`config.mk`:
```
export PLATFORM = sky130hd
export DESIGN_NAME = serial_command_link_controller_flat
export DESIGN_NICKNAME = d
export VERILOG_FILES = /design/src/rtl/scl_pkg.sv /design/src/rtl/scl_channels_if.sv /design/src/rtl/serial_command_link_controller.sv /design/src/rtl/scl_link_engine.sv /design/src/flat_wrapper.sv
export SDC_FILE = /design/constraint.sdc
export NUM_CORES = 1
export LEC_CHECK = 0
export ABC_CLOCK_PERIOD_IN_PS = 6580
export BUFFER_PORTS_ARGS = -buffer_cell sky130_fd_sc_hd__buf_4
export CAP_MARGIN = 30
export CORE_MARGIN = 1.5
export CORE_UTILIZATION = 35
export CTS_CLUSTER_DIAMETER = 120
export CTS_CLUSTER_SIZE = 14
export DETAILED_ROUTE_END_ITERATION = 8
export SLEW_MARGIN = 5
export SYNTH_ARGS = -nofsm -noshare
export SYNTH_HDL_FRONTEND = slang
export SYNTH_SLANG_ARGS = --single-unit
```
`constraint.sdc`:
```
create_clock -name clock -period 6.58 [get_ports clock]
set_clock_uncertainty 0.2 [all_clocks]
set_input_delay 0.658 -clock clock [delete_from_list [all_inputs] [get_ports clock]]
set_output_delay 0.658 -clock clock [all_outputs]
set_load 0.01 [all_outputs]
```
`src/rtl/scl_pkg.sv`:
```
// ----------------------------------------------------------------------------
// scl_pkg: shared types and constants of the serial command link controller
// Request and result records, link phase codes, request kinds, status codes
// and the command length lookup.
// ----------------------------------------------------------------------------
package scl_pkg;

   // field widths
   localparam int KIND_W   = 3;
   localparam int BYTE_W   = 8;
   localparam int INDEX_W  = 4;
   localparam int LENGTH_W = 5;
   localparam int STATUS_W = 2;
   localparam int PHASE_W  = 3;
   localparam int COUNT_W  = 4;
   localparam int WAIT_W   = 8;

   // request kinds
   localparam logic [KIND_W-1:0] KIND_TICK  = 3'd0;
   localparam logic [KIND_W-1:0] KIND_LOAD  = 3'd1;
   localparam logic [KIND_W-1:0] KIND_SEND  = 3'd2;
   localparam logic [KIND_W-1:0] KIND_FREE  = 3'd3;
   localparam logic [KIND_W-1:0] KIND_READ  = 3'd4;

   // link phases
   localparam logic [PHASE_W-1:0] PH_IDLE    = 3'd0;
   localparam logic [PHASE_W-1:0] PH_OPCODE  = 3'd1;
   localparam logic [PHASE_W-1:0] PH_PARAM   = 3'd2;
   localparam logic [PHASE_W-1:0] PH_CHECK   = 3'd3;
   localparam logic [PHASE_W-1:0] PH_DATA    = 3'd4;
   localparam logic [PHASE_W-1:0] PH_TRAILER = 3'd5;
   localparam logic [PHASE_W-1:0] PH_ERRWAIT = 3'd6;

   // command status codes
   localparam logic [STATUS_W-1:0] ST_NONE  = 2'd0;
   localparam logic [STATUS_W-1:0] ST_NEW   = 2'd1;
   localparam logic [STATUS_W-1:0] ST_SAME  = 2'd2;
   localparam logic [STATUS_W-1:0] ST_ERROR = 2'd3;

   typedef struct packed {
      logic [KIND_W-1:0]   kind;
      logic                line_low;
      logic [BYTE_W-1:0]   rx_byte;
      logic [INDEX_W-1:0]  index;
      logic [BYTE_W-1:0]   tx_byte;
      logic [LENGTH_W-1:0] send_length;
      logic                send_with_checksum;
   } scl_req_type;

   typedef struct packed {
      logic                tx_valid;
      logic [BYTE_W-1:0]   tx_data;
      logic                line_release;
      logic [STATUS_W-1:0] cmd_status;
      logic [BYTE_W-1:0]   read_data;
      logic                send_accepted;
      logic                send_busy;
   } scl_rsp_type;

   // command length in bytes, opcode included, by opcode low nibble
   function automatic logic [COUNT_W-1:0] length_by_nibble(input logic [3:0] nibble);
      logic [COUNT_W-1:0] len;
      case (nibble)
         4'h1:    len = 4'd2;
         4'h4:    len = 4'd12;
         4'h5:    len = 4'd2;
         4'h8:    len = 4'd4;
         4'hD:    len = 4'd2;
         default: len = 4'd1;
      endcase
      return len;
   endfunction

endpackage

```
`src/rtl/scl_channels_if.sv`:
```
// ----------------------------------------------------------------------------
// scl channels: request and result handshake interfaces
// Valid/ready channels carrying the link request fields and the result fields.
// ----------------------------------------------------------------------------
interface scl_req_if;
   logic                          valid;
   logic                          ready;
   logic [scl_pkg::KIND_W-1:0]    kind;
   logic                          line_low;
   logic [scl_pkg::BYTE_W-1:0]    rx_byte;
   logic [scl_pkg::INDEX_W-1:0]   index;
   logic [scl_pkg::BYTE_W-1:0]    tx_byte;
   logic [scl_pkg::LENGTH_W-1:0]  send_length;
   logic                          send_with_checksum;

   modport source (output valid, kind, line_low, rx_byte, index, tx_byte, send_length,
                   send_with_checksum, input ready);
   modport sink   (input valid, kind, line_low, rx_byte, index, tx_byte, send_length,
                   send_with_checksum, output ready);
endinterface

interface scl_rsp_if;
   logic                          valid;
   logic                          ready;
   logic                          tx_valid;
   logic [scl_pkg::BYTE_W-1:0]    tx_data;
   logic                          line_release;
   logic [scl_pkg::STATUS_W-1:0]  cmd_status;
   logic [scl_pkg::BYTE_W-1:0]    read_data;
   logic                          send_accepted;
   logic                          send_busy;

   modport source (output valid, tx_valid, tx_data, line_release, cmd_status, read_data,
                   send_accepted, send_busy, input ready);
   modport sink   (input valid, tx_valid, tx_data, line_release, cmd_status, read_data,
                   send_accepted, send_busy, output ready);
endinterface

```
`src/rtl/serial_command_link_controller.sv`:
```
// ----------------------------------------------------------------------------
// serial_command_link_controller: half-duplex command link engine
// A result passes the request register and then the result register, and
// is held while the result channel stalls.
// Throughput: one request per cycle unless the result channel stalls, set by
// the single pass through the link engine between the request and result registers.
// Reset (synchronous): link idle, counters and command buffer cleared; the
// reply buffer holds no defined value until loaded.
// ----------------------------------------------------------------------------
module serial_command_link_controller #(
   parameter int CMD_DEPTH        = 12,
   parameter int REPLY_DEPTH      = 16,
   parameter int ERROR_WAIT_TICKS = 128
) (
   input logic      clock,
   input logic      reset,
   scl_req_if.sink  req_chan,
   scl_rsp_if.source rsp_chan
);
   import scl_pkg::*;

   logic        in_valid_ff;
   scl_req_type in_item_ff;
   logic        out_valid_ff;
   scl_rsp_type out_item_ff;
   scl_req_type req_item;
   scl_rsp_type result;
   logic        advance;
   logic        req_fire;

   // pack incoming request fields
   assign req_item.kind               = req_chan.kind;
   assign req_item.line_low           = req_chan.line_low;
   assign req_item.rx_byte            = req_chan.rx_byte;
   assign req_item.index              = req_chan.index;
   assign req_item.tx_byte            = req_chan.tx_byte;
   assign req_item.send_length        = req_chan.send_length;
   assign req_item.send_with_checksum = req_chan.send_with_checksum;

   // pipeline flow control
   assign advance        = in_valid_ff && (!out_valid_ff || rsp_chan.ready);
   assign req_chan.ready = !in_valid_ff || advance;
   assign req_fire       = req_chan.valid && req_chan.ready;

   // request register
   always_ff @(posedge clock) begin
      if (reset) begin
         in_valid_ff <= 1'b0;
      end else if (req_chan.ready) begin
         in_valid_ff <= req_chan.valid;
      end
   end

   always_ff @(posedge clock) begin
      if (req_fire) begin
         in_item_ff <= req_item;
      end
   end

   scl_link_engine #(
      .CMD_DEPTH        (CMD_DEPTH),
      .REPLY_DEPTH      (REPLY_DEPTH),
      .ERROR_WAIT_TICKS (ERROR_WAIT_TICKS)
   ) u_engine (
      .clock  (clock),
      .reset  (reset),
      .fire   (advance),
      .item   (in_item_ff),
      .result (result)
   );

   // result register
   always_ff @(posedge clock) begin
      if (reset) begin
         out_valid_ff <= 1'b0;
      end else if (advance) begin
         out_valid_ff <= 1'b1;
      end else if (rsp_chan.ready) begin
         out_valid_ff <= 1'b0;
      end
   end

   always_ff @(posedge clock) begin
      if (advance) begin
         out_item_ff <= result;
      end
   end

   // drive result channel
   assign rsp_chan.valid         = out_valid_ff;
   assign rsp_chan.tx_valid      = out_item_ff.tx_valid;
   assign rsp_chan.tx_data       = out_item_ff.tx_data;
   assign rsp_chan.line_release  = out_item_ff.line_release;
   assign rsp_chan.cmd_status    = out_item_ff.cmd_status;
   assign rsp_chan.read_data     = out_item_ff.read_data;
   assign rsp_chan.send_accepted = out_item_ff.send_accepted;
   assign rsp_chan.send_busy     = out_item_ff.send_busy;

endmodule

```
`src/rtl/scl_link_engine.sv`:
```
// ----------------------------------------------------------------------------
// scl_link_engine: link state, command and reply buffers
// Computes the result of one request from the current state and commits the
// new state when the request advances.
// ----------------------------------------------------------------------------
module scl_link_engine #(
   parameter int CMD_DEPTH        = 12,
   parameter int REPLY_DEPTH      = 16,
   parameter int ERROR_WAIT_TICKS = 128
) (
   input  logic                 clock,
   input  logic                 reset,
   input  logic                 fire,
   input  scl_pkg::scl_req_type item,
   output scl_pkg::scl_rsp_type result
);
   import scl_pkg::*;

   localparam int CIDX_W = (CMD_DEPTH > 1) ? $clog2(CMD_DEPTH) : 1;
   localparam int RIDX_W = (REPLY_DEPTH > 1) ? $clog2(REPLY_DEPTH) : 1;
   localparam logic [LENGTH_W-1:0] CMD_LIMIT   = LENGTH_W'(CMD_DEPTH);
   localparam logic [LENGTH_W-1:0] REPLY_LIMIT = LENGTH_W'(REPLY_DEPTH);
   localparam logic [WAIT_W-1:0]   WAIT_LOAD   = WAIT_W'(ERROR_WAIT_TICKS);

   logic [PHASE_W-1:0]  phase_ff, phase_in;
   logic [COUNT_W-1:0]  expected_length_ff, expected_length_in;
   logic [BYTE_W-1:0]   running_sum_ff, running_sum_in;
   logic [COUNT_W-1:0]  rx_count_ff, rx_count_in;
   logic [LENGTH_W-1:0] tx_pointer_ff, tx_pointer_in;
   logic [LENGTH_W-1:0] tx_remaining_ff, tx_remaining_in;
   logic [WAIT_W-1:0]   error_wait_ff, error_wait_in;
   logic [STATUS_W-1:0] status_code_ff, status_code_in;
   logic [BYTE_W-1:0]   previous_opcode_ff, previous_opcode_in;
   logic                send_pending_ff, send_pending_in;
   logic                trailer_wanted_ff, trailer_wanted_in;
   logic                status_pending_ff, status_pending_in;

   logic [BYTE_W-1:0]   command_ff [CMD_DEPTH];
   logic [BYTE_W-1:0]   reply_ff [REPLY_DEPTH];

   logic                cmd_we;
   logic [CIDX_W-1:0]   cmd_waddr;
   logic [BYTE_W-1:0]   cmd_wdata;
   logic                reply_we;
   logic [BYTE_W-1:0]   reply_byte;
   logic [BYTE_W-1:0]   read_byte;
   logic [COUNT_W-1:0]  opcode_length;

   // buffer read ports
   assign reply_byte = (tx_pointer_ff < REPLY_LIMIT) ? reply_ff[tx_pointer_ff[RIDX_W-1:0]]
                                                     : '0;
   assign read_byte  = ({1'b0, item.index} < CMD_LIMIT) ? command_ff[item.index[CIDX_W-1:0]]
                                                        : '0;
   assign opcode_length = length_by_nibble(item.rx_byte[3:0]);
   assign reply_we = (item.kind == KIND_LOAD) && ({1'b0, item.index} < REPLY_LIMIT);

   // next state and result for one request
   always_comb begin
      phase_in           = phase_ff;
      expected_length_in = expected_length_ff;
      running_sum_in     = running_sum_ff;
      rx_count_in        = rx_count_ff;
      tx_pointer_in      = tx_pointer_ff;
      tx_remaining_in    = tx_remaining_ff;
      error_wait_in      = error_wait_ff;
      status_code_in     = status_code_ff;
      previous_opcode_in = previous_opcode_ff;
      send_pending_in    = send_pending_ff;
      trailer_wanted_in  = trailer_wanted_ff;
      status_pending_in  = status_pending_ff;
      cmd_we             = 1'b0;
      cmd_waddr          = '0;
      cmd_wdata          = item.rx_byte;
      result             = '0;

      case (item.kind)
         KIND_TICK: begin
            case (phase_ff)
               PH_IDLE: begin
                  if (send_pending_ff) begin
                     tx_pointer_in  = '0;
                     running_sum_in = '0;
                     phase_in       = PH_DATA;
                  end else if (item.line_low) begin
                     rx_count_in    = '0;
                     running_sum_in = '0;
                     phase_in       = PH_OPCODE;
                  end
               end
               PH_OPCODE: begin
                  if (item.rx_byte == '0) begin
                     error_wait_in = WAIT_LOAD;
                     phase_in      = PH_ERRWAIT;
                  end else begin
                     cmd_we             = 1'b1;
                     running_sum_in     = item.rx_byte;
                     rx_count_in        = COUNT_W'(1);
                     expected_length_in = opcode_length;
                     phase_in = (opcode_length <= COUNT_W'(1)) ? PH_CHECK : PH_PARAM;
                  end
               end
               PH_PARAM: begin
                  if (item.line_low) begin
                     cmd_we         = ({1'b0, rx_count_ff} < CMD_LIMIT);
                     cmd_waddr      = rx_count_ff[CIDX_W-1:0];
                     running_sum_in = running_sum_ff + item.rx_byte;
                     rx_count_in    = rx_count_ff + COUNT_W'(1);
                     if (rx_count_in >= expected_length_ff) begin
                        phase_in = PH_CHECK;
                     end
                  end
               end
               PH_CHECK: begin
                  if (item.line_low) begin
                     status_pending_in = 1'b1;
                     if (~item.rx_byte == running_sum_ff) begin
                        if (command_ff[0] == previous_opcode_ff) begin
                           status_code_in = ST_SAME;
                        end else begin
                           status_code_in     = ST_NEW;
                           previous_opcode_in = command_ff[0];
                        end
                     end else begin
                        status_code_in     = ST_ERROR;
                        previous_opcode_in = '0;
                     end
                     running_sum_in = '0;
                     phase_in       = PH_IDLE;
                  end
               end
               PH_DATA: begin
                  if (!item.line_low) begin
                     if (tx_remaining_ff != '0) begin
                        result.tx_valid = 1'b1;
                        result.tx_data  = reply_byte;
                        running_sum_in  = running_sum_ff + reply_byte;
                        tx_pointer_in   = tx_pointer_ff + LENGTH_W'(1);
                        tx_remaining_in = tx_remaining_ff - LENGTH_W'(1);
                     end
                     if (tx_remaining_in == '0) begin
                        send_pending_in     = 1'b0;
                        phase_in            = trailer_wanted_ff ? PH_TRAILER : PH_IDLE;
                        result.line_release = 1'b1;
                     end
                  end
               end
               PH_TRAILER: begin
                  if (!item.line_low) begin
                     result.tx_valid     = 1'b1;
                     result.tx_data      = ~running_sum_ff;
                     result.line_release = 1'b1;
                     trailer_wanted_in   = 1'b0;
                     running_sum_in      = '0;
                     phase_in            = PH_IDLE;
                  end
               end
               PH_ERRWAIT: begin
                  if (error_wait_ff != '0) begin
                     error_wait_in = error_wait_ff - WAIT_W'(1);
                  end else begin
                     status_code_in    = ST_ERROR;
                     status_pending_in = 1'b1;
                     phase_in          = PH_IDLE;
                  end
               end
               default: begin
                  phase_in = PH_IDLE;
               end
            endcase
         end
         KIND_SEND: begin
            if (!send_pending_ff && (phase_ff != PH_TRAILER) &&
                (item.send_length != '0) && (item.send_length <= REPLY_LIMIT)) begin
               tx_remaining_in      = item.send_length;
               trailer_wanted_in    = item.send_with_checksum;
               send_pending_in      = 1'b1;
               result.send_accepted = 1'b1;
            end
         end
         KIND_FREE: begin
            status_pending_in = 1'b0;
         end
         KIND_READ: begin
            result.read_data = read_byte;
         end
         default: begin
         end
      endcase

      // status and busy reflect the state after this request
      result.cmd_status = status_pending_in ? status_code_in : ST_NONE;
      result.send_busy  = (phase_in == PH_DATA) || (phase_in == PH_TRAILER);
   end

   // link state registers
   always_ff @(posedge clock) begin
      if (reset) begin
         phase_ff           <= PH_IDLE;
         expected_length_ff <= '0;
         running_sum_ff     <= '0;
         rx_count_ff        <= '0;
         tx_pointer_ff      <= '0;
         tx_remaining_ff    <= '0;
         error_wait_ff      <= '0;
         status_code_ff     <= ST_NONE;
         previous_opcode_ff <= '0;
         send_pending_ff    <= 1'b0;
         trailer_wanted_ff  <= 1'b0;
         status_pending_ff  <= 1'b0;
      end else if (fire) begin
         phase_ff           <= phase_in;
         expected_length_ff <= expected_length_in;
         running_sum_ff     <= running_sum_in;
         rx_count_ff        <= rx_count_in;
         tx_pointer_ff      <= tx_pointer_in;
         tx_remaining_ff    <= tx_remaining_in;
         error_wait_ff      <= error_wait_in;
         status_code_ff     <= status_code_in;
         previous_opcode_ff <= previous_opcode_in;
         send_pending_ff    <= send_pending_in;
         trailer_wanted_ff  <= trailer_wanted_in;
         status_pending_ff  <= status_pending_in;
      end
   end

   // command buffer, cleared by reset
   always_ff @(posedge clock) begin
      if (reset) begin
         for (int i = 0; i < CMD_DEPTH; i++) begin
            command_ff[i] <= '0;
         end
      end else if (fire && cmd_we) begin
         command_ff[cmd_waddr] <= cmd_wdata;
      end
   end

   // reply buffer, no reset
   always_ff @(posedge clock) begin
      if (fire && reply_we) begin
         reply_ff[item.index[RIDX_W-1:0]] <= item.tx_byte;
      end
   end

endmodule

```
`src/flat_wrapper.sv`:
```
// flat-port wrapper written by rule: the top's interface ports become plain ports
module serial_command_link_controller_flat import scl_pkg::*;
#(
   parameter int CMD_DEPTH        = 12,
   parameter int REPLY_DEPTH      = 16,
   parameter int ERROR_WAIT_TICKS = 128
)
  (clock, reset, req_chan_valid, req_chan_kind, req_chan_line_low, req_chan_rx_byte, req_chan_index, req_chan_tx_byte, req_chan_send_length, req_chan_send_with_checksum, req_chan_ready, rsp_chan_valid, rsp_chan_tx_valid, rsp_chan_tx_data, rsp_chan_line_release, rsp_chan_cmd_status, rsp_chan_read_data, rsp_chan_send_accepted, rsp_chan_send_busy, rsp_chan_ready);
  scl_req_if req_chan_i ();
  scl_rsp_if rsp_chan_i ();
  input logic clock;
  input logic reset;
  input wire logic [$bits(req_chan_i.valid)-1:0] req_chan_valid;
  input wire logic [$bits(req_chan_i.kind)-1:0] req_chan_kind;
  input wire logic [$bits(req_chan_i.line_low)-1:0] req_chan_line_low;
  input wire logic [$bits(req_chan_i.rx_byte)-1:0] req_chan_rx_byte;
  input wire logic [$bits(req_chan_i.index)-1:0] req_chan_index;
  input wire logic [$bits(req_chan_i.tx_byte)-1:0] req_chan_tx_byte;
  input wire logic [$bits(req_chan_i.send_length)-1:0] req_chan_send_length;
  input wire logic [$bits(req_chan_i.send_with_checksum)-1:0] req_chan_send_with_checksum;
  output wire logic [$bits(req_chan_i.ready)-1:0] req_chan_ready;
  output wire logic [$bits(rsp_chan_i.valid)-1:0] rsp_chan_valid;
  output wire logic [$bits(rsp_chan_i.tx_valid)-1:0] rsp_chan_tx_valid;
  output wire logic [$bits(rsp_chan_i.tx_data)-1:0] rsp_chan_tx_data;
  output wire logic [$bits(rsp_chan_i.line_release)-1:0] rsp_chan_line_release;
  output wire logic [$bits(rsp_chan_i.cmd_status)-1:0] rsp_chan_cmd_status;
  output wire logic [$bits(rsp_chan_i.read_data)-1:0] rsp_chan_read_data;
  output wire logic [$bits(rsp_chan_i.send_accepted)-1:0] rsp_chan_send_accepted;
  output wire logic [$bits(rsp_chan_i.send_busy)-1:0] rsp_chan_send_busy;
  input wire logic [$bits(rsp_chan_i.ready)-1:0] rsp_chan_ready;
  assign req_chan_i.valid = req_chan_valid;
  assign req_chan_i.kind = req_chan_kind;
  assign req_chan_i.line_low = req_chan_line_low;
  assign req_chan_i.rx_byte = req_chan_rx_byte;
  assign req_chan_i.index = req_chan_index;
  assign req_chan_i.tx_byte = req_chan_tx_byte;
  assign req_chan_i.send_length = req_chan_send_length;
  assign req_chan_i.send_with_checksum = req_chan_send_with_checksum;
  assign req_chan_ready = req_chan_i.ready;
  assign rsp_chan_valid = rsp_chan_i.valid;
  assign rsp_chan_tx_valid = rsp_chan_i.tx_valid;
  assign rsp_chan_tx_data = rsp_chan_i.tx_data;
  assign rsp_chan_line_release = rsp_chan_i.line_release;
  assign rsp_chan_cmd_status = rsp_chan_i.cmd_status;
  assign rsp_chan_read_data = rsp_chan_i.read_data;
  assign rsp_chan_send_accepted = rsp_chan_i.send_accepted;
  assign rsp_chan_send_busy = rsp_chan_i.send_busy;
  assign rsp_chan_i.ready = rsp_chan_ready;
  serial_command_link_controller #(.CMD_DEPTH(CMD_DEPTH), .REPLY_DEPTH(REPLY_DEPTH), .ERROR_WAIT_TICKS(ERROR_WAIT_TICKS)) u_core (.clock(clock), .reset(reset), .req_chan(req_chan_i), .rsp_chan(rsp_chan_i));
endmodule
```
Word level (Yosys, flattened, before mapping). Memories as Yosys holds them, arrays and structs flattened. A register that Yosys moved wholly into a read port is not among the register bits. Cells that the tools add are included.

Add/sub/neg operators: 6. $lt $le $gt $ge: 6. Equality and inequality tests: 36. Muxes and demuxes: 92. Bitwise gates (word level): 3. Reductions and logical operators: 39.

Operators by type and width (number): $mux W8 (13); $mux W5 (10); $pmux W8 S6 (1); $mux W4 (10); $mux W3 (12); $mux W1 (25); $ne A2 B2 Y1 const B (12); $pmux W4 S3 (2); $pmux W3 S7 (1); $mux W10 (2); $pmux W10 S2 (1); $pmux W5 S2 (2); $reduce_and A5 Y1 (4); $eq A3 B3 Y1 const B (6); $add A8 B8 Y8 (2); $eq A8 B8 Y1 (2); $not A8 Y8 (2); $pmux W8 S2 (1); $eq A3 B2 Y1 const B (4); $reduce_and A6 Y1 (2); $mux W2 (5); $pmux W1 S2 (5); $reduce_bool A5 Y1 (2); $mux W9 (1); other kinds (33) (55).

Register bits after elaboration: 96. Memory bits (writable): 224. Output and inout bits: 24. Logic and storage cells: 211. Memories: 2.

Memories: u_core.u_engine.reply_ff (words 16, width 8, rd ports 1, clocked after Yosys merged registers in 1, wr ports 1, RTL line scl_link_engine.sv:39) `logic [BYTE_W-1:0] reply_ff [REPLY_DEPTH];`; u_core.u_engine.command_ff (words 12, width 8, rd ports 2, clocked after Yosys merged registers in 1, wr ports 12, RTL line scl_link_engine.sv:38) `logic [BYTE_W-1:0] command_ff [CMD_DEPTH];`.

Logic depth before layout (Yosys ltp). Gate-level depths: netlist (run 1).

Depth in word-level cells: 12. Gate-level depth with buffers: 16. Mapped depth without buffers: 13.

Cells and area by module. From an unflattened synthesis (run 1), not the netlist that was laid out.

Cells, all modules: 1085. Area total of the unflattened synthesis: 14881.8 µm².

Modules (own cells, without submodules): scl_link_engine (instances 1, cells an instance 1023, area an instance 13216.4 µm², sequential area each 7807.5 µm²); serial_command_link_controller (instances 1, cells an instance 62, area an instance 1665.3 µm², sequential area each 1601.5 µm²).

Worst setup path after synthesis (run 1). No wires, ideal clock.

Path type: reg2reg. Start: reg (tool-made name). End: reg u_core.u_engine.running_sum_ff[4]. Library setup time: 0.128 ns. Arrival time: 3.374 ns. Setup slack: 2.879 ns. Stages on the path, launching flop included: 15. Path buffers: 1. Period minus slack after synthesis: 3.701 ns. Cells stage by stage: dfxtp_1 clkbuf_1 mux4_2 mux4_2 nand2b_1 o21ai_0 ha_1 inv_1 fa_1 nor2b_1 o21a_1 or3_1 a32o_1 a22oi_1 nor2_1.

RTL lines: to (signal assigned) (RTL line scl_link_engine.sv:213) `running_sum_ff <= running_sum_in;`; to (decl) (RTL line scl_link_engine.sv:27) `logic [BYTE_W-1:0] running_sum_ff, running_sum_in;`.

==> impl_results.md, run 1 <==
* Status: finished, final reports clean
* # hold bufs at CTS at 0
* Critical Path Source Type: register
* Clk pwr share at 37.1%
* I/O pins at 58
* First-pass GRT wire length at 54500 µm
* Combinational share of power at 4.9%
* Setup CP Type: register to register
* DR vias at 9044
* CTS Sinks at 332
* Max VDD drop at 0.000171 V
* Max Cap Viol at 0
* Switching Fraction at 21.8%
* Ant. Diodes at 0
* Clock Pin Slew Worst Setup and Hold Paths at 0.07 ns
* Layout cells sized above 1 at 18.8%
* Net Sw Power at 0.888 mW
* Hold Violations, Final at 0
* Post-synth EDFFs at 276
* Synthesized area per cell at 13.9 µm²
* GRT busiest layer: met2
* Die width at 210 µm
* Rel. slew slack at 30.2%
* Hpwl dp at 23300 µm
* R2R depth at 14
* CTS H-Tree Depth at 1
* Final number of max-transition violations at 0
* Syn Std Cell Area at 15000 µm²
* Clock tree buffer depth at 3
* Final Util at 40.3%
* Core region area at 42100 µm²
* Internal at 3.18 mW
* DR pass1 iterations at 5
* Residual DRC at 0
* Syn_nets at 1135
* R2r setup slk at 2.39 ns
* Worst Path Arrival at 4.43 ns
* CTS Root Cell: clkbuf_16
* Setup bufs post-CTS at 0
* Sequential fraction of the synthesis area at 62.5%
* Worst setup path end: u_core.u_engine.running_sum_ff[4]
* GPL Wtd Cong at 0.816
* # nets final at 1200
* Vias in the first global route at 9005
* Met3 GRT Util at 2.03%
* Netlist cell types at 77
* Worst Tran Pin Value at 1.04 ns
* Drt total wl at 35400 µm
* GRT overflow at 0
* Total Routing Usage GR at 16.1%
* Crit path largest cell delay at 0.61 ns
* Post-route ant nets at 0
* Seq pwr share at 57.9%
* Main synth FF type: edfxtp_1
* Async SR Flop Fraction at 0%
* Cell Chain, Critical Path: buf_4 -> mux4_2 -> mux4_2 -> nand2b_1 -> o21ai_0 -> ha_1 -> inv_1 -> fa_1 -> nor2b_1 -> o21a_1 -> or3_1 -> a32o_1 -> a22oi_1 -> nor2_1
* Yosys warnings at 0
* Initial Utilization at 35.7%
* # resized after CTS at 0
* Clk_lat worst skew at 0.57 ns
* Final critical-path share of the clock period at 63.7%
* Leakage at 5.69 nW
* TritonCTS clock tree: yes
* Setup crit end kind: register
* Period minus WS final at 4.19 ns
* Worst Path Required at 6.82 ns
* Largest net degree at the start of global routing at 47
* GR Util met1 at 24.3%
* Initial antenna violation count at 0
* Met2 Use GR at 24.6%
* PD cells at 239 nW/µm²
* Chip height at 210 µm
* DR iter-0 viols at 895
* TNS Setup at 0 ns
* Slowest cell on crit path: mux4_2
* Fillers at 3860
* Final-report setup violation count at 0
* Die area at 44200 µm²
* Cts bufs inserted at 27
* Critical path fanouts, max at 19
* Fmax at 239 MHz
* Via density per instance at 5.29
* Mapped Cells at 1084
* Area growth syn-to-layout at 13.0%
* RSZ-0062 raised after global routing: no
* Avg WL per Cell at 20.7 µm
* Most used cell along the critical path: mux4_2
* Hold Path Class: input pin to register
* # rows at 75
* FF+latch count, synth at 332
* I/O Buffers at 57
* RR Endpoint: u_core.u_engine.running_sum_ff[4]
==> logic make-up (layout without fill, tap and decap cells) <==
logic type | count (synthesis) | count (layout) | synth area share (%)
AOI/OAI and AO/OA | 160 | 160 | 7.12
xor gates and xnor gates | 33 | 33 | 2.02
adders and majority gates | 17 | 17 | 1.46
buffers and inverters | 85 | 171 | 2.29
DFF | 332 | 332 | 62.5
muxes | 85 | 85 | 10.9
and+or+nand+nor | 372 | 372 | 13.7
==> area by class of cell <==
class / count / area (µm²) / area share (%)
repair buffers: 97 / 743 / 4.37
multi-input cells: 667 / 5300 / 31.2
clock inverters: 2 / 25.0 / 0.147
inverters: 24 / 90.1 / 0.530
clock buffers: 48 / 754 / 4.44
flip-flops and latches: 332 / 9410 / 55.4
well taps: 539 / 674 / 3.97
==> cells in the mapped netlist (10+ instances only) <==
cell        n  area [µm²]
nor3_1     19        95.1
xor2_1     16         140
nand2b_1   22         138
nor2b_1    10        62.6
a21oi_1    50         250
edfxtp_1  276        8290
clkbuf_1   42         158
xnor2_1    16         140
ha_1       16         200
buf_2      10        50.1
nand3_1    22         110
nor2_1     99         372
mux4_2     63        1420
and2_1    105         657
dfxtp_1    56        1120
o21ai_0    41         205
mux2i_1    21         210
inv_1      24        90.1
nand2_1    39         146
==> through the flow <==
stage               instances  area [µm²]  setup WS, ns  total power [mW]  hold WS, ns
floorplan                1084       15000          2.88              2.51        0.250
global placement         1646       16100          2.41              2.60        0.262
detailed placement       1655       16200          2.37              2.60        0.266
CTS                      1705       17000          2.34              4.11       0.0217
global route             1709       17000          2.04              4.20       0.0251
finish                   1709       17000          2.39              4.07       0.0546
==> worst min-delay path by stage <==
stage,startpoint,to,slack (ns),cells past startpoint
after global routing,req_chan_send_with_checksum,u_core.in_item_ff[0],0.03,1
after CTS,req_chan_rx_byte[2],u_core.in_item_ff[20],0.02,1
final,req_chan_rx_byte[2],u_core.in_item_ff[20],0.05,1
after global placement,u_core.u_engine.expected_length_ff[2],u_core.u_engine.expected_length_ff[2],0.26,2
after floorplan,u_core.u_engine.expected_length_ff[2],u_core.u_engine.expected_length_ff[2],0.25,2
after detailed placement,u_core.u_engine.expected_length_ff[1],u_core.u_engine.expected_length_ff[1],0.27,2
==> state kept, by name, indices dropped and copies added, names as in the netlist, 3 cells and up, named ones only <==
signal / count
u_core.u_engine.tx_pointer_ff: 5
u_core.u_engine.error_wait_ff: 8
u_core.u_engine.running_sum_ff: 8
u_core.u_engine.phase_ff: 3
u_core.u_engine.rx_count_ff: 4
u_core.u_engine.reply_ff: 128
u_core.u_engine.previous_opcode_ff: 8
u_core.in_item_ff: 30
u_core.rsp_chan.read_data: 8
u_core.u_engine.tx_remaining_ff: 5
u_core.u_engine.command_ff: 96
u_core.rsp_chan.tx_data: 8
u_core.u_engine.expected_length_ff: 4
==> metal layers <==
metal  wire length, µm  share of wire [%]
met5                 0                  0
met3              1670                4.7
met4               677                1.9
met1             17200                 49
met2             15800                 45
==> power by group through the flow <==
stage	Clock [mW]	Combinational (mW)	Sequential [mW]
finish	1.51	0.201	2.36
floorplan	0	0.120	2.39
global route	1.62	0.218	2.36
CTS	1.55	0.201	2.36
global placement	0	0.198	2.40
detailed placement	0	0.200	2.40
==> cell usage in the layout, fill, tap and decap left out, types with 3 or more instances in the layout <==
cell / count
or3_1: 5
nor3_1: 18
inv_1: 24
nand4b_1: 3
clkbuf_1: 21
nand2_1: 39
nand4_1: 7
nor2b_1: 10
a21oi_1: 50
a2bb2oi_1: 4
o22ai_1: 9
xnor2_1: 16
dfxtp_1: 55
a22oi_1: 5
a211oi_1: 7
nand3_1: 22
nor2_1: 99
a32o_1: 3
o21ai_0: 41
or4_1: 3
ha_1: 16
nand2b_1: 22
edfxtp_1: 276
mux4_2: 63
and2_1: 104
or2_2: 5
clkbuf_16: 27
xor2_1: 16
a31oi_1: 9
nand3b_1: 7
buf_4: 92
nor4_1: 3
nor3_2: 3
mux2i_1: 21
==> worst max-delay path, delay by kind of cell (launching register included) <==
| kind | cells | cell delay [ns] |
|---|---|---|
| compound gates | 4 | 0.66 |
| fa+ha+maj | 2 | 0.48 |
| mux | 2 | 1.08 |
| flops | 1 | 0.58 |
| simple gates | 4 | 0.53 |
| buf+inv | 2 | 0.50 |
No activity file was read; power rests on OpenSTA's default activity.
==> run 2, diff against run 1 <==
--- a/config.mk
+++ b/config.mk
@@ -5,7 +5,8 @@
 export SDC_FILE = /design/constraint.sdc
 export NUM_CORES = 1
 export LEC_CHECK = 0
-export ABC_CLOCK_PERIOD_IN_PS = 6580
+export ABC_AREA = 1
+export ABC_CLOCK_PERIOD_IN_PS = 3400
 export BUFFER_PORTS_ARGS = -buffer_cell sky130_fd_sc_hd__buf_4
 export CAP_MARGIN = 30
 export CORE_MARGIN = 1.5
==> constraint.sdc (replaced) <==
create_clock -name clock -period 3.4 [get_ports clock]
set_clock_uncertainty 0.2 [all_clocks]
set_input_delay 0.34 -clock clock [delete_from_list [all_inputs] [get_ports clock]]
set_output_delay 0.34 -clock clock [all_outputs]
set_load 0.01 [all_outputs]
==> run 2 against run 1 <==
  * Core utilization grew 1.3 points
  * Die area decreased by 0.13%
  * Non-clock buffer count grew 65
  * Setup slack lost 2.2 ns
  * Fmax rose by 32%
  * Power grew 95%
  * Cell count is 22% higher
  * Largest power group unchanged
  * Hold slack improved by 0.21 ns
  * Synthesized cell count increased by 31%
==> impl_results.md, run 2 <==
* Post-synth EDFFs at 276 (unchanged)
* Beginning of the worst hold path: u_core.u_engine.error_wait_ff[2]
* TNS Setup at 0 ns (unchanged)
* GPL Wtd Cong at 0.856 (+5.0%)
* TritonCTS clock tree: yes
* Largest family of logic cells by synthesized area: simple AND/OR/NAND/NOR gates
* Yosys warnings at 0 (unchanged)
* Crit path largest cell delay at 0.37 ns (-0.24 ns)
* Mapped Cells at 1416 (+31%)
* Met1 WL at 16800 µm (-2.3%)
* Adder-Cell Fraction of Synth Area at 1.47% (+0.0020 points)
* Synth Area in Compound Gates at 12.5% (+5.3 points)
* I/O Buffers at 57 (unchanged)
* Final Util at 41.6% (+1.3 points)
* Async SR Flop Fraction at 0% (unchanged)
* R2r setup slk at 0.21 ns (-2.18 ns)
* R2R depth at 17 (+3)
* WHS Endpoint: u_core.u_engine.error_wait_ff[2]
* Die width at 210 µm (about the same)
* Max reg flops at 128 (unchanged)
* Max layer used: met4
* DR vias at 10899 (+21%)
* Max Cap Viol at 0 (unchanged)
* Syn_nets at 1467 (+29%)
* Setup CP Type: register to register
* Residual DRC at 0 (unchanged)
* PD cells at 451 nW/µm² (+89%)
* Total Routing Usage GR at 17.2% (+1.1 points)
* Worst Tran Pin Value at 0.702 ns (-0.340 ns)
* Clk pwr share at 37.2% (about the same)
* Clock tree buffer depth at 3 (unchanged)
* Slowest cell on crit path: dfxtp_4
* Hold Slack at 0.261 ns (+0.206 ns)
* Cts bufs inserted at 27 (unchanged)
* First-pass GRT wire length at 59100 µm (+8.6%)
* Post-route ant nets at 0 (unchanged)
* DR pass1 iterations at 5 (unchanged)
* Rel. slew slack at 53.1% (+23 points)
* Fin cells at 2091 (+22%)
* Xor and xnor fraction of the mapped netlist area at 0.758% (-1.3 points)
* I/O pins at 58 (unchanged)
* Hold Crit Depth at 2 (+1)
* CP bufs+invs at 2 (unchanged)
* Commonest non-fill, non-tap cell in the layout: edfxtp_1
* Leakage at 6.38 nW (+12%)
* Synthesized area per cell at 10.6 µm² (-24%)
* Cell Chain, Critical Path: buf_4 -> clkbuf_16 -> o21ai_0 -> o22ai_1 -> o211ai_1 -> nand2_1 -> nand2_1 -> o21ai_0 -> ha_1 -> o21ai_2 -> nand2_1 -> a21oi_1 -> nor2_1 -> or2_2 -> a21oi_1 -> o21ai_0 -> a41oi_1
* Worst Path Required at 3.66 ns (-3.16 ns)
* Synth Area in Simple Gates at 17.2% (+3.5 points)
* Final number of max-transition violations at 0 (unchanged)
* Switching Fraction at 22.1% (+0.25 points)
* Hold Path Class: register to register
* Final critical-path share of the clock period at 93.7% (+30 points)
* Clock Pin Slew Worst Setup and Hold Paths at 0.07 ns (about the same)
* Drt total wl at 38500 µm (+8.9%)
* Met2 wire len at 18700 µm (+18%)
* Syn Std Cell Area at 15000 µm² (-0.13%)
* Chip height at 210 µm (about the same)
* Area growth syn-to-layout at 16.7%
* Internal at 6.17 mW (+94%)
* Post-synthesis mux area share at 0% (-11 points)
* # nets final at 1583 (+32%)
* Seq pwr share at 57.6% (-0.3 points)
* Sequential fraction of the synthesis area at 62.6% (+0.083 points)
* Via density per instance at 5.21 (-1.5%)
* RSZ-0062 raised after global routing: yes
* Combinational share of power at 5.1% (+0.2 points)
* Initial antenna violation count at 0 (unchanged)
* Layout cells sized above 1 at 16.2% (-2.6 points)
* Final worst slack at 0.214 ns (-2.18 ns)
* Most frequent cells in the layout: 276 x edfxtp_1, 190 x nor2_1, 137 x nand2_1
* Core region area at 42100 µm² (unchanged)
* FF+latch count, synth at 332 (unchanged)
* Worst Path Arrival at 3.45 ns (-0.98 ns)
* Status: finished, final reports clean
* DP Worst Slack at 0.0343 ns (-2.33 ns)
* Clk_lat worst skew at 0.55 ns (-0.02 ns)
* Ant. Diodes at 0 (unchanged)
* CTS Root Cell: clkbuf_16
* Netlist cell types at 55 (-29%)
* GRT overflow at 0 (unchanged)
* RR Endpoint: u_core.u_engine.running_sum_ff[6]
* Most frequent cells after synthesis: 276 x edfxtp_1, 191 x nor2_1, 137 x nand2_1
* Placed cell count at 2004 (+21%)
* Vias in the first global route at 10445 (+16%)
* Period minus WS final at 3.19 ns (-1.00 ns)
* Die area at 44200 µm² (-0.13%)
* Setup crit end kind: register
* Critical path fanouts, max at 26 (+7)
* Crit path max-delay family: compound AO/OA/AOI/OAI gates
* Post-synth top area share at 55.2% (+0.073 points)
* Yosys top cell by area: edfxtp_1
* Fmax at 314 MHz (+32%)
* Most common cell in the netlist: edfxtp_1
* Hold Violations, Final at 0 (unchanged)
* Critical Path Source Type: register
* DR iter-0 viols at 1005 (+12%)
* Initial Utilization at 35.7% (-0.048 points)
* # rows at 75 (unchanged)
* Net Sw Power at 1.75 mW (+97%)
* Largest net degree at the start of global routing at 54 (+15%)
* Final-report setup violation count at 0 (unchanged)
* Max VDD drop at 0.000319 V (+86%)
* Routed wire length on met3 at 2020 µm (+21%)
* Largest cells by area after synthesis: edfxtp_1 55%, dfxtp_1 7.5%, nor2_1 4.8%
* Main synth FF type: edfxtp_1
* CTS Sinks at 332 (unchanged)
* CTS H-Tree Depth at 1 (unchanged)
* Hpwl dp at 25800 µm (+10%)
* Avg WL per Cell at 18.4 µm (-11%)
[run 2: what timing repair did]
action / 4_1_cts / 5_1_grt
resized for setup: 0 / 13
setup buffers: 0 / 1
hold buffers: 35 / 0
setup endpoints to repair: 0 / 4
endpoints found under the hold margin: 37 / 0
[run 2: power groups by stage]
stage | clock [mW] | sequential, mW | combinational [mW]
floorplan | 0 | 4.61 | 0.219
global placement | 0 | 4.65 | 0.369
detailed placement | 0 | 4.65 | 0.373
CTS | 3.01 | 4.56 | 0.406
global route | 3.14 | 4.57 | 0.444
finish | 2.95 | 4.56 | 0.407
[run 2: routing by layer]
metal / GRT usage [%] / up-vias
li1: - / 5244
met1: 23.3 / 5266
met2: 29.2 / 331
met3: 1.88 / 58
met4: 4.91 / 0
met5: 0 / -
[run 2: metrics by stage]
| step | area, µm² | total power [mW] |
|---|---|---|
| floorplan | 15000 | 4.83 |
| global placement | 16300 | 5.02 |
| detailed placement | 16300 | 5.02 |
| CTS | 17500 | 7.98 |
| global route | 17500 | 8.15 |
| finish | 17500 | 7.91 |
[run 2: logic make-up after synthesis]
family	Yosys count
adder cells (fa/ha/maj)	17
AO/OA/AOI/OAI	305
buffers and inverters	203
flip-flops	332
AND/OR/NAND/NOR	546
XOR/XNOR	13
[run 2: layout make-up]
cell class / count / area, µm²
inverters: 128 / 483
repair buffers: 162 / 1390
fillers: 4024 / 24600
flip-flops and latches: 332 / 9410
clock buffers: 49 / 779
multi-input cells: 881 / 4800
well taps: 539 / 674
[run 2: how the worst max path moves through the flow]
stage,startpoint,end,cells after the start
2_1_floorplan,register,u_core.u_engine.running_sum_ff[6],22
3_3_place_gp,register,u_core.u_engine.running_sum_ff[6],20
3_5_place_dp,register,u_core.u_engine.running_sum_ff[6],20
4_1_cts,register,u_core.u_engine.running_sum_ff[6],20
5_1_grt,register,u_core.u_engine.running_sum_ff[6],20
6_report,register,u_core.u_engine.running_sum_ff[6],17
[run 2: tightest hold or removal path, stage by stage (launching register included)]
cell and delay, ns:
dfxtp_1 0.31, nand2_1 0.06, a21oi_1 0.05
